$ cat config.mk
export PLATFORM = sky130hd
export DESIGN_NAME = mac_frame_receive_filter
export DESIGN_NICKNAME = d
export VERILOG_FILES = /design/src/rtl/core/mfrf_pkg.sv /design/src/rtl/core/mfrf_ctrl.sv /design/src/rtl/core/mfrf_datapath.sv /design/src/rtl/core/mac_frame_receive_filter.sv
export SDC_FILE = /design/constraint.sdc
export NUM_CORES = 1
export LEC_CHECK = 0
export ABC_CLOCK_PERIOD_IN_PS = 8520
export BUFFER_PORTS_ARGS = -buffer_cell sky130_fd_sc_hd__buf_2
export CORE_ASPECT_RATIO = 1.2
export CORE_UTILIZATION = 47
export DETAILED_ROUTE_END_ITERATION = 6
export GPL_ROUTABILITY_DRIVEN = 0
export GPL_TIMING_DRIVEN = 0
export PLACE_DENSITY_LB_ADDON = 0.05
export SLEW_MARGIN = 5
export SYNTH_ARGS = -nofsm -noshare
export SYNTH_HDL_FRONTEND = slang
export SYNTH_SLANG_ARGS = --single-unit
$ cat constraint.sdc
create_clock -name aclk -period 8.52 [get_ports aclk]
set_input_delay 1.278 -clock aclk [delete_from_list [all_inputs] [get_ports aclk]]
set_output_delay 1.278 -clock aclk [all_outputs]
set_load 0.005 [all_outputs]
$ cat src/rtl/core/mfrf_pkg.sv
`timescale 1ns / 1ps
`default_nettype none

package mfrf_pkg;

    // sizes of the stores and of the frame
    localparam int HISTORY_DEPTH  = 10;
    localparam int NEIGHBOR_SLOTS = 10;
    localparam int PAYLOAD_BYTES  = 200;
    localparam int HDR_BYTES      = 6;

    localparam logic [7:0] FRAME_BYTES = 8'(HDR_BYTES + PAYLOAD_BYTES);
    localparam logic [7:0] COUNT_MAX   = 8'hFF;
    localparam logic [7:0] BCAST_ADDR  = 8'hFF;
    localparam logic [7:0] EMPTY_SLOT  = 8'h00;
    localparam logic [7:0] NODE_ID_RST = 8'h01;

    // header byte positions
    localparam logic [7:0] POS_ID_LO = 8'd0;
    localparam logic [7:0] POS_ID_HI = 8'd1;
    localparam logic [7:0] POS_SRC   = 8'd2;
    localparam logic [7:0] POS_DST   = 8'd3;
    localparam logic [7:0] POS_TYPE  = 8'd4;
    localparam logic [7:0] POS_CSUM  = 8'd5;

    // frame type codes
    localparam logic [7:0] FT_DATA   = 8'd2;
    localparam logic [7:0] FT_BEACON = 8'd4;
    localparam logic [7:0] FT_PROBE  = 8'd5;

    typedef enum logic [2:0] {
        VERDICT_BAD_LEN   = 3'd0,
        VERDICT_BAD_CSUM  = 3'd1,
        VERDICT_DUPLICATE = 3'd2,
        VERDICT_ACCEPTED  = 3'd3,
        VERDICT_DROPPED   = 3'd4,
        VERDICT_FORWARDED = 3'd5
    } verdict_t;

    typedef enum logic [1:0] {
        REPLY_NONE  = 2'd0,
        REPLY_ACK   = 2'd1,
        REPLY_READY = 2'd2
    } reply_kind_t;

    typedef enum logic {
        ST_COLLECT = 1'b0,
        ST_EVAL    = 1'b1
    } state_t;

    // controller to datapath commands
    typedef struct packed {
        logic take_byte;
        logic evaluate;
    } dp_cmd_t;

endpackage

`default_nettype wire

$ cat src/rtl/core/mfrf_ctrl.sv
`timescale 1ns / 1ps
`default_nettype none

module mfrf_ctrl (
    input  wire logic              aclk,
    input  wire logic              aresetn,
    input  wire logic              s_valid,
    input  wire logic              s_frame_end,
    output logic                   s_ready,
    output logic                   m_valid,
    input  wire logic              m_ready,
    output mfrf_pkg::dp_cmd_t      cmd
);

    mfrf_pkg::state_t state_reg, state_next;
    logic             m_valid_reg, m_valid_next;

    always_ff @(posedge aclk) begin
        if (!aresetn) begin
            state_reg   <= mfrf_pkg::ST_COLLECT;
            m_valid_reg <= 1'b0;
        end else begin
            state_reg   <= state_next;
            m_valid_reg <= m_valid_next;
        end
    end

    always_comb begin
        state_next    = state_reg;
        s_ready       = 1'b0;
        cmd.take_byte = 1'b0;
        cmd.evaluate  = 1'b0;
        m_valid_next  = m_valid_reg && !m_ready;
        case (state_reg)
            mfrf_pkg::ST_COLLECT: begin
                s_ready       = 1'b1;
                cmd.take_byte = s_valid;
                if (s_valid && s_frame_end) begin
                    state_next = mfrf_pkg::ST_EVAL;
                end
            end
            mfrf_pkg::ST_EVAL: begin
                // wait for a free output slot
                if (!m_valid_reg || m_ready) begin
                    cmd.evaluate = 1'b1;
                    m_valid_next = 1'b1;
                    state_next   = mfrf_pkg::ST_COLLECT;
                end
            end
            default: begin
                state_next = mfrf_pkg::ST_COLLECT;
            end
        endcase
    end

    assign m_valid = m_valid_reg;

`ifndef SYNTHESIS
    a_end_goes_eval: assert property (@(posedge aclk) disable iff (!aresetn)
        (s_valid && s_ready && s_frame_end) |=> (state_reg == mfrf_pkg::ST_EVAL))
        else $error("frame end did not start evaluation");
    a_eval_slot_free: assert property (@(posedge aclk) disable iff (!aresetn)
        cmd.evaluate |-> (!m_valid_reg || m_ready))
        else $error("verdict would overwrite a pending transaction");
    a_eval_shows: assert property (@(posedge aclk) disable iff (!aresetn)
        cmd.evaluate |=> m_valid)
        else $error("verdict not presented after evaluation");
`endif

endmodule

`default_nettype wire

$ cat src/rtl/core/mfrf_datapath.sv
`timescale 1ns / 1ps
`default_nettype none

module mfrf_datapath (
    input  wire logic              aclk,
    input  wire logic              aresetn,
    input  wire mfrf_pkg::dp_cmd_t cmd,
    input  wire logic [7:0]        frame_byte,
    input  wire logic              cfg_write,
    input  wire logic [7:0]        cfg_node_id,
    output logic [2:0]             verdict,
    output logic [7:0]             frame_type,
    output logic [7:0]             source,
    output logic [7:0]             destination,
    output logic [15:0]            frame_id,
    output logic [1:0]             reply_kind,
    output logic [15:0]            reply_id,
    output logic [7:0]             reply_to,
    output logic                   table_full
);

    logic [7:0]  node_id_reg;
    logic [7:0]  byte_count_reg;
    logic [7:0]  running_xor_reg;
    logic        payload_open_reg;
    logic [15:0] header_id_reg;
    logic [7:0]  header_source_reg;
    logic [7:0]  header_destination_reg;
    logic [7:0]  header_type_reg;
    logic [7:0]  received_checksum_reg;
    logic [15:0] recent_ids_reg [mfrf_pkg::HISTORY_DEPTH];
    logic [7:0]  neighbor_ids_reg [mfrf_pkg::NEIGHBOR_SLOTS];
    logic        probe_pending_reg;
    logic [7:0]  probe_partner_reg;
    logic [15:0] reply_counter_reg;

    logic [2:0]  verdict_reg;
    logic [7:0]  frame_type_reg;
    logic [7:0]  source_reg;
    logic [7:0]  destination_reg;
    logic [15:0] frame_id_reg;
    logic [1:0]  reply_kind_reg;
    logic [15:0] reply_id_reg;
    logic [7:0]  reply_to_reg;
    logic        table_full_reg;

    // evaluation terms
    logic                                dst_known;
    logic                                src_known;
    logic                                id_seen;
    logic                                any_empty;
    logic [mfrf_pkg::NEIGHBOR_SLOTS-1:0] insert_sel;
    mfrf_pkg::verdict_t                  verdict_next;
    mfrf_pkg::reply_kind_t               reply_kind_next;
    logic                                table_full_next;
    logic                                do_insert;
    logic                                do_record;
    logic                                ack_hit;

    always_comb begin
        logic found;
        dst_known = 1'b0;
        src_known = 1'b0;
        id_seen   = 1'b0;
        any_empty = 1'b0;
        found     = 1'b0;
        insert_sel = '0;
        for (int i = 0; i < mfrf_pkg::NEIGHBOR_SLOTS; i++) begin
            if (neighbor_ids_reg[i] == header_destination_reg) dst_known = 1'b1;
            if (neighbor_ids_reg[i] == header_source_reg)      src_known = 1'b1;
            if (neighbor_ids_reg[i] == mfrf_pkg::EMPTY_SLOT) begin
                any_empty = 1'b1;
                if (!found) insert_sel[i] = 1'b1;
                found = 1'b1;
            end
        end
        for (int j = 0; j < mfrf_pkg::HISTORY_DEPTH; j++) begin
            if (recent_ids_reg[j] == header_id_reg) id_seen = 1'b1;
        end
    end

    always_comb begin
        verdict_next    = mfrf_pkg::VERDICT_ACCEPTED;
        reply_kind_next = mfrf_pkg::REPLY_NONE;
        table_full_next = 1'b0;
        do_insert       = 1'b0;
        do_record       = 1'b0;
        ack_hit         = probe_pending_reg && (header_source_reg == probe_partner_reg);
        if (byte_count_reg != mfrf_pkg::FRAME_BYTES) begin
            verdict_next = mfrf_pkg::VERDICT_BAD_LEN;
        end else if (running_xor_reg != received_checksum_reg) begin
            verdict_next = mfrf_pkg::VERDICT_BAD_CSUM;
        end else if (header_destination_reg != node_id_reg &&
                     header_destination_reg != mfrf_pkg::BCAST_ADDR) begin
            verdict_next = dst_known ? mfrf_pkg::VERDICT_FORWARDED
                                     : mfrf_pkg::VERDICT_DROPPED;
        end else if (id_seen) begin
            verdict_next = mfrf_pkg::VERDICT_DUPLICATE;
        end else begin
            do_record = 1'b1;
            if (header_type_reg == mfrf_pkg::FT_BEACON) begin
                do_insert       = !src_known && any_empty;
                table_full_next = !src_known && !any_empty;
            end else if (header_type_reg == mfrf_pkg::FT_DATA) begin
                if (ack_hit) reply_kind_next = mfrf_pkg::REPLY_ACK;
            end else if (header_type_reg == mfrf_pkg::FT_PROBE) begin
                reply_kind_next = mfrf_pkg::REPLY_READY;
            end
        end
    end

    always_ff @(posedge aclk) begin
        if (!aresetn) begin
            node_id_reg            <= mfrf_pkg::NODE_ID_RST;
            byte_count_reg         <= '0;
            running_xor_reg        <= '0;
            payload_open_reg       <= 1'b1;
            header_id_reg          <= '0;
            header_source_reg      <= '0;
            header_destination_reg <= '0;
            header_type_reg        <= '0;
            received_checksum_reg  <= '0;
            for (int i = 0; i < mfrf_pkg::HISTORY_DEPTH; i++) recent_ids_reg[i] <= '0;
            for (int i = 0; i < mfrf_pkg::NEIGHBOR_SLOTS; i++) begin
                neighbor_ids_reg[i] <= mfrf_pkg::EMPTY_SLOT;
            end
            probe_pending_reg      <= 1'b0;
            probe_partner_reg      <= '0;
            reply_counter_reg      <= '0;
        end else begin
            if (cfg_write) node_id_reg <= cfg_node_id;

            if (cmd.take_byte) begin
                case (byte_count_reg)
                    mfrf_pkg::POS_ID_LO: begin
                        header_id_reg[7:0] <= frame_byte;
                        running_xor_reg    <= running_xor_reg ^ frame_byte;
                    end
                    mfrf_pkg::POS_ID_HI: begin
                        header_id_reg[15:8] <= frame_byte;
                        running_xor_reg     <= running_xor_reg ^ frame_byte;
                    end
                    mfrf_pkg::POS_SRC: begin
                        header_source_reg <= frame_byte;
                        running_xor_reg   <= running_xor_reg ^ frame_byte;
                    end
                    mfrf_pkg::POS_DST: begin
                        header_destination_reg <= frame_byte;
                        running_xor_reg        <= running_xor_reg ^ frame_byte;
                    end
                    mfrf_pkg::POS_TYPE: begin
                        header_type_reg <= frame_byte;
                        running_xor_reg <= running_xor_reg ^ frame_byte;
                    end
                    mfrf_pkg::POS_CSUM: begin
                        received_checksum_reg <= frame_byte;
                    end
                    default: begin
                        // payload is summed up to the first zero byte
                        if (byte_count_reg < mfrf_pkg::FRAME_BYTES && payload_open_reg) begin
                            if (frame_byte == 8'h00) payload_open_reg <= 1'b0;
                            else running_xor_reg <= running_xor_reg ^ frame_byte;
                        end
                    end
                endcase
                if (byte_count_reg != mfrf_pkg::COUNT_MAX) begin
                    byte_count_reg <= byte_count_reg + 8'd1;
                end
            end

            if (cmd.evaluate) begin
                if (do_record) begin
                    for (int j = mfrf_pkg::HISTORY_DEPTH - 1; j > 0; j--) begin
                        recent_ids_reg[j] <= recent_ids_reg[j-1];
                    end
                    recent_ids_reg[0] <= header_id_reg;
                end
                if (do_insert) begin
                    for (int i = 0; i < mfrf_pkg::NEIGHBOR_SLOTS; i++) begin
                        if (insert_sel[i]) neighbor_ids_reg[i] <= header_source_reg;
                    end
                end
                if (reply_kind_next == mfrf_pkg::REPLY_ACK) begin
                    probe_pending_reg <= 1'b0;
                    probe_partner_reg <= '0;
                end else if (reply_kind_next == mfrf_pkg::REPLY_READY) begin
                    probe_pending_reg <= 1'b1;
                    probe_partner_reg <= header_source_reg;
                end
                if (reply_kind_next != mfrf_pkg::REPLY_NONE) begin
                    reply_counter_reg <= reply_counter_reg + 16'd1;
                end
                // back to an empty frame
                byte_count_reg         <= '0;
                running_xor_reg        <= '0;
                payload_open_reg       <= 1'b1;
                header_id_reg          <= '0;
                header_source_reg      <= '0;
                header_destination_reg <= '0;
                header_type_reg        <= '0;
                received_checksum_reg  <= '0;
            end
        end
    end

    // result register, loaded once per frame
    always_ff @(posedge aclk) begin
        if (cmd.evaluate) begin
            verdict_reg     <= verdict_next;
            frame_type_reg  <= header_type_reg;
            source_reg      <= header_source_reg;
            destination_reg <= header_destination_reg;
            frame_id_reg    <= header_id_reg;
            reply_kind_reg  <= reply_kind_next;
            table_full_reg  <= table_full_next;
            if (reply_kind_next != mfrf_pkg::REPLY_NONE) begin
                reply_id_reg <= reply_counter_reg;
                reply_to_reg <= header_source_reg;
            end else begin
                reply_id_reg <= '0;
                reply_to_reg <= '0;
            end
        end
    end

    assign verdict     = verdict_reg;
    assign frame_type  = frame_type_reg;
    assign source      = source_reg;
    assign destination = destination_reg;
    assign frame_id    = frame_id_reg;
    assign reply_kind  = reply_kind_reg;
    assign reply_id    = reply_id_reg;
    assign reply_to    = reply_to_reg;
    assign table_full  = table_full_reg;

`ifndef SYNTHESIS
    a_frame_cleared: assert property (@(posedge aclk) disable iff (!aresetn)
        cmd.evaluate |=> (byte_count_reg == '0 && running_xor_reg == '0))
        else $error("frame state not cleared after verdict");
    a_reply_advances: assert property (@(posedge aclk) disable iff (!aresetn)
        (cmd.evaluate && reply_kind_next != mfrf_pkg::REPLY_NONE)
            |=> (reply_counter_reg == $past(reply_counter_reg) + 16'd1))
        else $error("reply counter did not advance");
    a_insert_one_slot: assert property (@(posedge aclk) disable iff (!aresetn)
        $onehot0(insert_sel))
        else $error("more than one neighbor slot selected for insert");
`endif

endmodule

`default_nettype wire

$ cat src/rtl/core/mac_frame_receive_filter.sv
`timescale 1ns / 1ps
`default_nettype none

// channel   | ports                                         | direction
// ----------+-----------------------------------------------+----------
// s_        | s_valid s_ready s_frame_byte s_frame_end      | in
// m_        | m_valid m_ready m_verdict ... m_table_full    | out
// cfg_      | cfg_valid cfg_ready cfg_node_id               | in
//
// one byte per cycle while collecting a frame; the byte marked as frame end
// is followed by an evaluation state (parallel history and neighbor compares),
// in which s_ready is low and no byte is taken
// evaluation waits while the previous verdict transaction is still held on m_
// bytes of the next frame are taken while a verdict waits on m_
// synchronous active-low reset clears history and neighbor table at once
module mac_frame_receive_filter (
    input  wire logic        aclk,
    input  wire logic        aresetn,
    // frame bytes
    input  wire logic        s_valid,
    output logic             s_ready,
    input  wire logic [7:0]  s_frame_byte,
    input  wire logic        s_frame_end,
    // verdicts
    output logic             m_valid,
    input  wire logic        m_ready,
    output logic [2:0]       m_verdict,
    output logic [7:0]       m_frame_type,
    output logic [7:0]       m_source,
    output logic [7:0]       m_destination,
    output logic [15:0]      m_frame_id,
    output logic [1:0]       m_reply_kind,
    output logic [15:0]      m_reply_id,
    output logic [7:0]       m_reply_to,
    output logic             m_table_full,
    // node address register
    input  wire logic        cfg_valid,
    output logic             cfg_ready,
    input  wire logic [7:0]  cfg_node_id
);

    mfrf_pkg::dp_cmd_t cmd;

    // register writes are always taken
    assign cfg_ready = 1'b1;

    // sequencing: collect bytes, evaluate, hand verdict to output register
    mfrf_ctrl u_ctrl (
        .aclk        (aclk),
        .aresetn     (aresetn),
        .s_valid     (s_valid),
        .s_frame_end (s_frame_end),
        .s_ready     (s_ready),
        .m_valid     (m_valid),
        .m_ready     (m_ready),
        .cmd         (cmd)
    );

    // header capture, checksum, history, neighbor table, reply state
    mfrf_datapath u_datapath (
        .aclk        (aclk),
        .aresetn     (aresetn),
        .cmd         (cmd),
        .frame_byte  (s_frame_byte),
        .cfg_write   (cfg_valid),
        .cfg_node_id (cfg_node_id),
        .verdict     (m_verdict),
        .frame_type  (m_frame_type),
        .source      (m_source),
        .destination (m_destination),
        .frame_id    (m_frame_id),
        .reply_kind  (m_reply_kind),
        .reply_id    (m_reply_id),
        .reply_to    (m_reply_to),
        .table_full  (m_table_full)
    );

endmodule

`default_nettype wire

==> results.md <==
Routing:
- The detail route stage leaves a number of antenna-violating nets equal to 0.
- The violation count after the first detailed-routing iteration is 976.
- The average via count per standard cell is 5.67.
- The routed length per placed instance is 23.9 um.
- Summed over all layers, the routed wires come to 65000 um.
- The overall via count from detail_route is 15411.
- The pre-antenna-repair detailed-routing pass consisted of 5 iterations.
- For this run, design rule violations remaining after detail routing come to 0.

Critical path:
- The kind of cell with the highest combined delay on the critical path is simple AND/OR/NAND/NOR gates.
- At the worst endpoint, the arrival time is 5190 ps.
- The required time of the critical path is 9030 ps.
- The cell type of the slowest stage on the worst timing path is sky130_fd_sc_hd__dfxtp_1.
- Walking the worst path, the cells encountered are buf_4 > xnor2_1 > nand4_1 > nor4_1 > nor4_4 > nand2_1 > clkbuf_1 > or3_1 > ha_1 > nor3b_2 > nand4_1 > or3_1 > a21oi_1.
- The setup path with the least slack is of type reg -> reg.
- The critical path startpoint category is a flop.
- The worst setup path is captured at a flop.
- Counting both buffers and inverters, the worst setup path holds a total of 2.
- The largest fanout of any net on the critical path is 10.
- On the worst path, the slowest cell contributes a delay of 680 ps.

Yosys:
- Ranked by total cell area, the synthesized netlist is headed by sky130_fd_sc_hd__edfxtp_1 (44%), sky130_fd_sc_hd__xnor2_1 (12%), sky130_fd_sc_hd__dfxtp_1 (9.4%), sky130_fd_sc_hd__nor4_1 (5.9%), sky130_fd_sc_hd__nor4_2 (3.8%).
- After Yosys synthesis, full adders, half adders and majority gates account for 0.411% of the synthesized area.
- The warning count from the yosys run is 0.
- In this run, synthesis inferred 310 flip-flops with an integrated enable.
- The synthesized netlist net count is 1968.
- The average cell area after synthesis is 11.0 um^2.
- The xor and xnor area share after synthesis is 15.2%.
- The library cell occupying the most area in the post-synthesis netlist is sky130_fd_sc_hd__edfxtp_1.
- Summed over its instances, the top area cell type makes up 43.7% of the synthesized netlist area.
- The sequential-to-total area share from yosys stat is 53.1%.
- The cell area that synthesis handed to floorplanning was 21300 um^2.
- The share of synthesized area spent on multiplexers is 1.13%.
- The flip-flop and latch count after synthesis is 410.
- The async set-or-reset flop fraction in the synthesized netlist is 0%.
- The most instantiated flip-flop cell in the synthesis netlist is sky130_fd_sc_hd__edfxtp_1.
- Counting distinct cell types in the post-synthesis netlist gives 57.
- The synthesized netlist devotes 2.50% of its cell area to compound gates.
- Of the total synthesized cell area, the portion taken by AND, OR, NAND and NOR gates is 20.9%.
- The main combinational cell family by area after synthesis is simple AND/OR/NAND/NOR gates.
- The number of instances in the synthesized netlist is 1939.

Die:
- The area of the core is 44800 um^2.
- The die is 196 um wide.
- The number of rows in the core area is 85.
- The overall die area is 46200 um^2.
- In this run the count of I/O pins placed on the die edge is 95.
- Once the floorplan was initialized, standard cells occupied 47.6% of the core.
- The vertical extent of the die is 235 um.

Clocking:
- The hold buffer count at cts is 0.
- TritonCTS built the clock tree.
- The worst-case clock buffer depth is 3.
- The H-tree level count is 2.
- The tree is rooted in a sky130_fd_sc_hd__clkbuf_16.
- The number of clock sinks seen by CTS is 410.
- The total CTS buffers is 44.
- After clock tree synthesis, the clock-pin slew on the worst setup and hold paths is 60 ps.
- Gates resized during post-CTS repair numbered 0.
- The clock reaches the later pin of the worst-skew pair after 590 ps.
- The number of setup buffers added after CTS is 0.

Final layout:
- The repair_antennas step left the layout with diodes totalling 0.
- The fraction of layout cells with a size suffix above 1 is 15.7%.
- The final design utilization is 53.7%.
- The post-synthesis to final-layout area growth is 12.8%.
- The final layout net count is 2104.
- The flip-flop count of the largest register, all copies and words added is 160.
- After filler insertion, the fill cell instance count of the layout stands at 4023.

Global route:
- The global-route usage over all layers is 28.4%.
- The number of antenna violations at the first check in global routing is 0.
- The wire length of the first global-routing pass is 97300 um.
- The number of global-route vias before repair is 15476.
- Entering global routing, the biggest net connects 70 pins.
- After global routing the overflow that remains totals 0.

Placement:
- The count of port buffers added during placement is 87.
- The detailed placement HPWL is 45400 um.
- The pre-CTS setup slack is 3880 ps.

Timing:
- The slew at the pin closest to its max-slew limit is 1110 ps.
- The worst-case setup margin in the final layout is 3840 ps.
- The worst hold slack across all endpoints is 429 ps.
- The share of the clock period used by the worst path is 55.0%.
- Setup repair after global routing left no endpoint under its margin.
- The count of final hold-check violations is 0.
- The relative slew slack is 25.3%.
- The total negative setup slack is 0 ps.
- Static timing analysis puts the maximum clock frequency at 213 MHz.
- The total of endpoints with negative setup slack in the final report is 0.
- The final clock skew is 18.9 ps.
- Subtracting the final worst setup slack from the clock period gives 4680 ps.
- The count of pins over their slew limit came to 0.

Min path:
- The path class of the lowest-slack min-delay path is reg -> reg.

Run:
- Across the run, the number of max-cap violations was 0.

Power:
- In this run the static leakage power is 7.95 nW.
- The power density of the placed cells is 191 nW/um^2.
- IR analysis of the VDD net gives a maximum drop of 0.179 mV.

Status:
- The flow ran to the end, and the final reports show no timing, DRC or antenna violations.
-- layout by cell type, fill, tap and decap left out, types with 10 or more instances in the layout --
| cell | count |
|---|---|
| sky130_fd_sc_hd__a21oi_1 | 51 |
| sky130_fd_sc_hd__buf_2 | 139 |
| sky130_fd_sc_hd__buf_4 | 25 |
| sky130_fd_sc_hd__clkbuf_1 | 84 |
| sky130_fd_sc_hd__clkbuf_16 | 45 |
| sky130_fd_sc_hd__clkinv_2 | 10 |
| sky130_fd_sc_hd__dfxtp_1 | 100 |
| sky130_fd_sc_hd__edfxtp_1 | 310 |
| sky130_fd_sc_hd__inv_1 | 170 |
| sky130_fd_sc_hd__mux2i_1 | 24 |
| sky130_fd_sc_hd__nand2_1 | 75 |
| sky130_fd_sc_hd__nand3_1 | 56 |
| sky130_fd_sc_hd__nand4_1 | 89 |
| sky130_fd_sc_hd__nor2_1 | 91 |
| sky130_fd_sc_hd__nor2b_1 | 21 |
| sky130_fd_sc_hd__nor3_1 | 35 |
| sky130_fd_sc_hd__nor4_1 | 201 |
| sky130_fd_sc_hd__nor4_2 | 65 |
| sky130_fd_sc_hd__o21ai_0 | 11 |
| sky130_fd_sc_hd__or3_1 | 27 |
| sky130_fd_sc_hd__or4_1 | 13 |
| sky130_fd_sc_hd__xnor2_1 | 285 |
| sky130_fd_sc_hd__xor2_1 | 85 |
-- per-stage QoR --
step,cell area [um^2],instances,total power (W)
detailed placement,22600,2638,0.00271
global placement,22500,2635,0.00271
floorplan,21300,1939,0.00257
finish,24000,2719,0.00459
global route,24000,2719,0.00472
CTS,24000,2719,0.00461
-- cells by family after synthesis --
logic type	count (synthesis)
XOR/XNOR	370
other	1
buffers and inverters	334
AND/OR/NAND/NOR	711
flip-flops	410
multiplexers	24
adder cells (fa/ha/maj)	7
AO/OA/AOI/OAI	82
-- synthesized netlist by cell type, drive strengths merged, types with 3 or more instances --
cell type	number
a2111oi	3
a211oi	5
a21oi	51
and3	6
buf	85
clkbuf	78
dfxtp	100
edfxtp	310
ha	7
inv	171
mux2i	24
nand2	76
nand3	57
nand4	94
nor2	93
nor2b	21
nor3	36
nor3b	9
nor4	267
o21ai	11
o31ai	3
or3	27
or4	14
xnor2	285
xor2	85
-- per-layer routing --
layer	vias up	global-route usage, %	routed length, um
met5	-	0	0
met4	0	12.5	2980
met3	144	4.01	3440
met2	506	50.2	33100
met1	7556	34.1	25500
li1	7205	-	-
-- path summary, 6_finish.rpt --
kind                                              from                                to  slack, ps  depth (start not counted)
setup / recovery           u_datapath.header_id_reg[4]  u_datapath.reply_counter_reg[13]       3840                         13
hold reg to reg   u_datapath.header_destination_reg[5]         u_datapath.destination[5]        430                          0
hold / removal    u_datapath.header_destination_reg[5]         u_datapath.destination[5]        430                          0
setup reg to reg           u_datapath.header_id_reg[4]  u_datapath.reply_counter_reg[13]       3840                         13
-- power breakdown --
group          total, W  switching [W]  internal (W)  leakage (nW)
combinational  0.000351       0.000216      0.000135          3.51
clock           0.00192       0.000831       0.00109         0.700
sequential      0.00232      0.0000816       0.00223          3.74
total           0.00459        0.00113       0.00346          7.95
-- final cells by class --
class	count	area, um^2	area share [%]
clock buffer	59	1250	5.18
timing repair buffer	90	518	2.15
inverter	171	644	2.68
tap	609	762	3.17
sequential	410	11300	47.0
clock inverter	22	180	0.749
multi-input combinational	1195	8580	35.7
buffer	163	801	3.33
-- worst reg2reg max path: cells and delay by family, from the launching register on --
family          cells  cell delay, ps
flops               1             680
simple gates        8            2640
compound gates      1             150
xor+xnor            1             120
fa+ha+maj           1             370
buf+inv             2             650
Note: power is estimated with default switching activity, not from simulation.
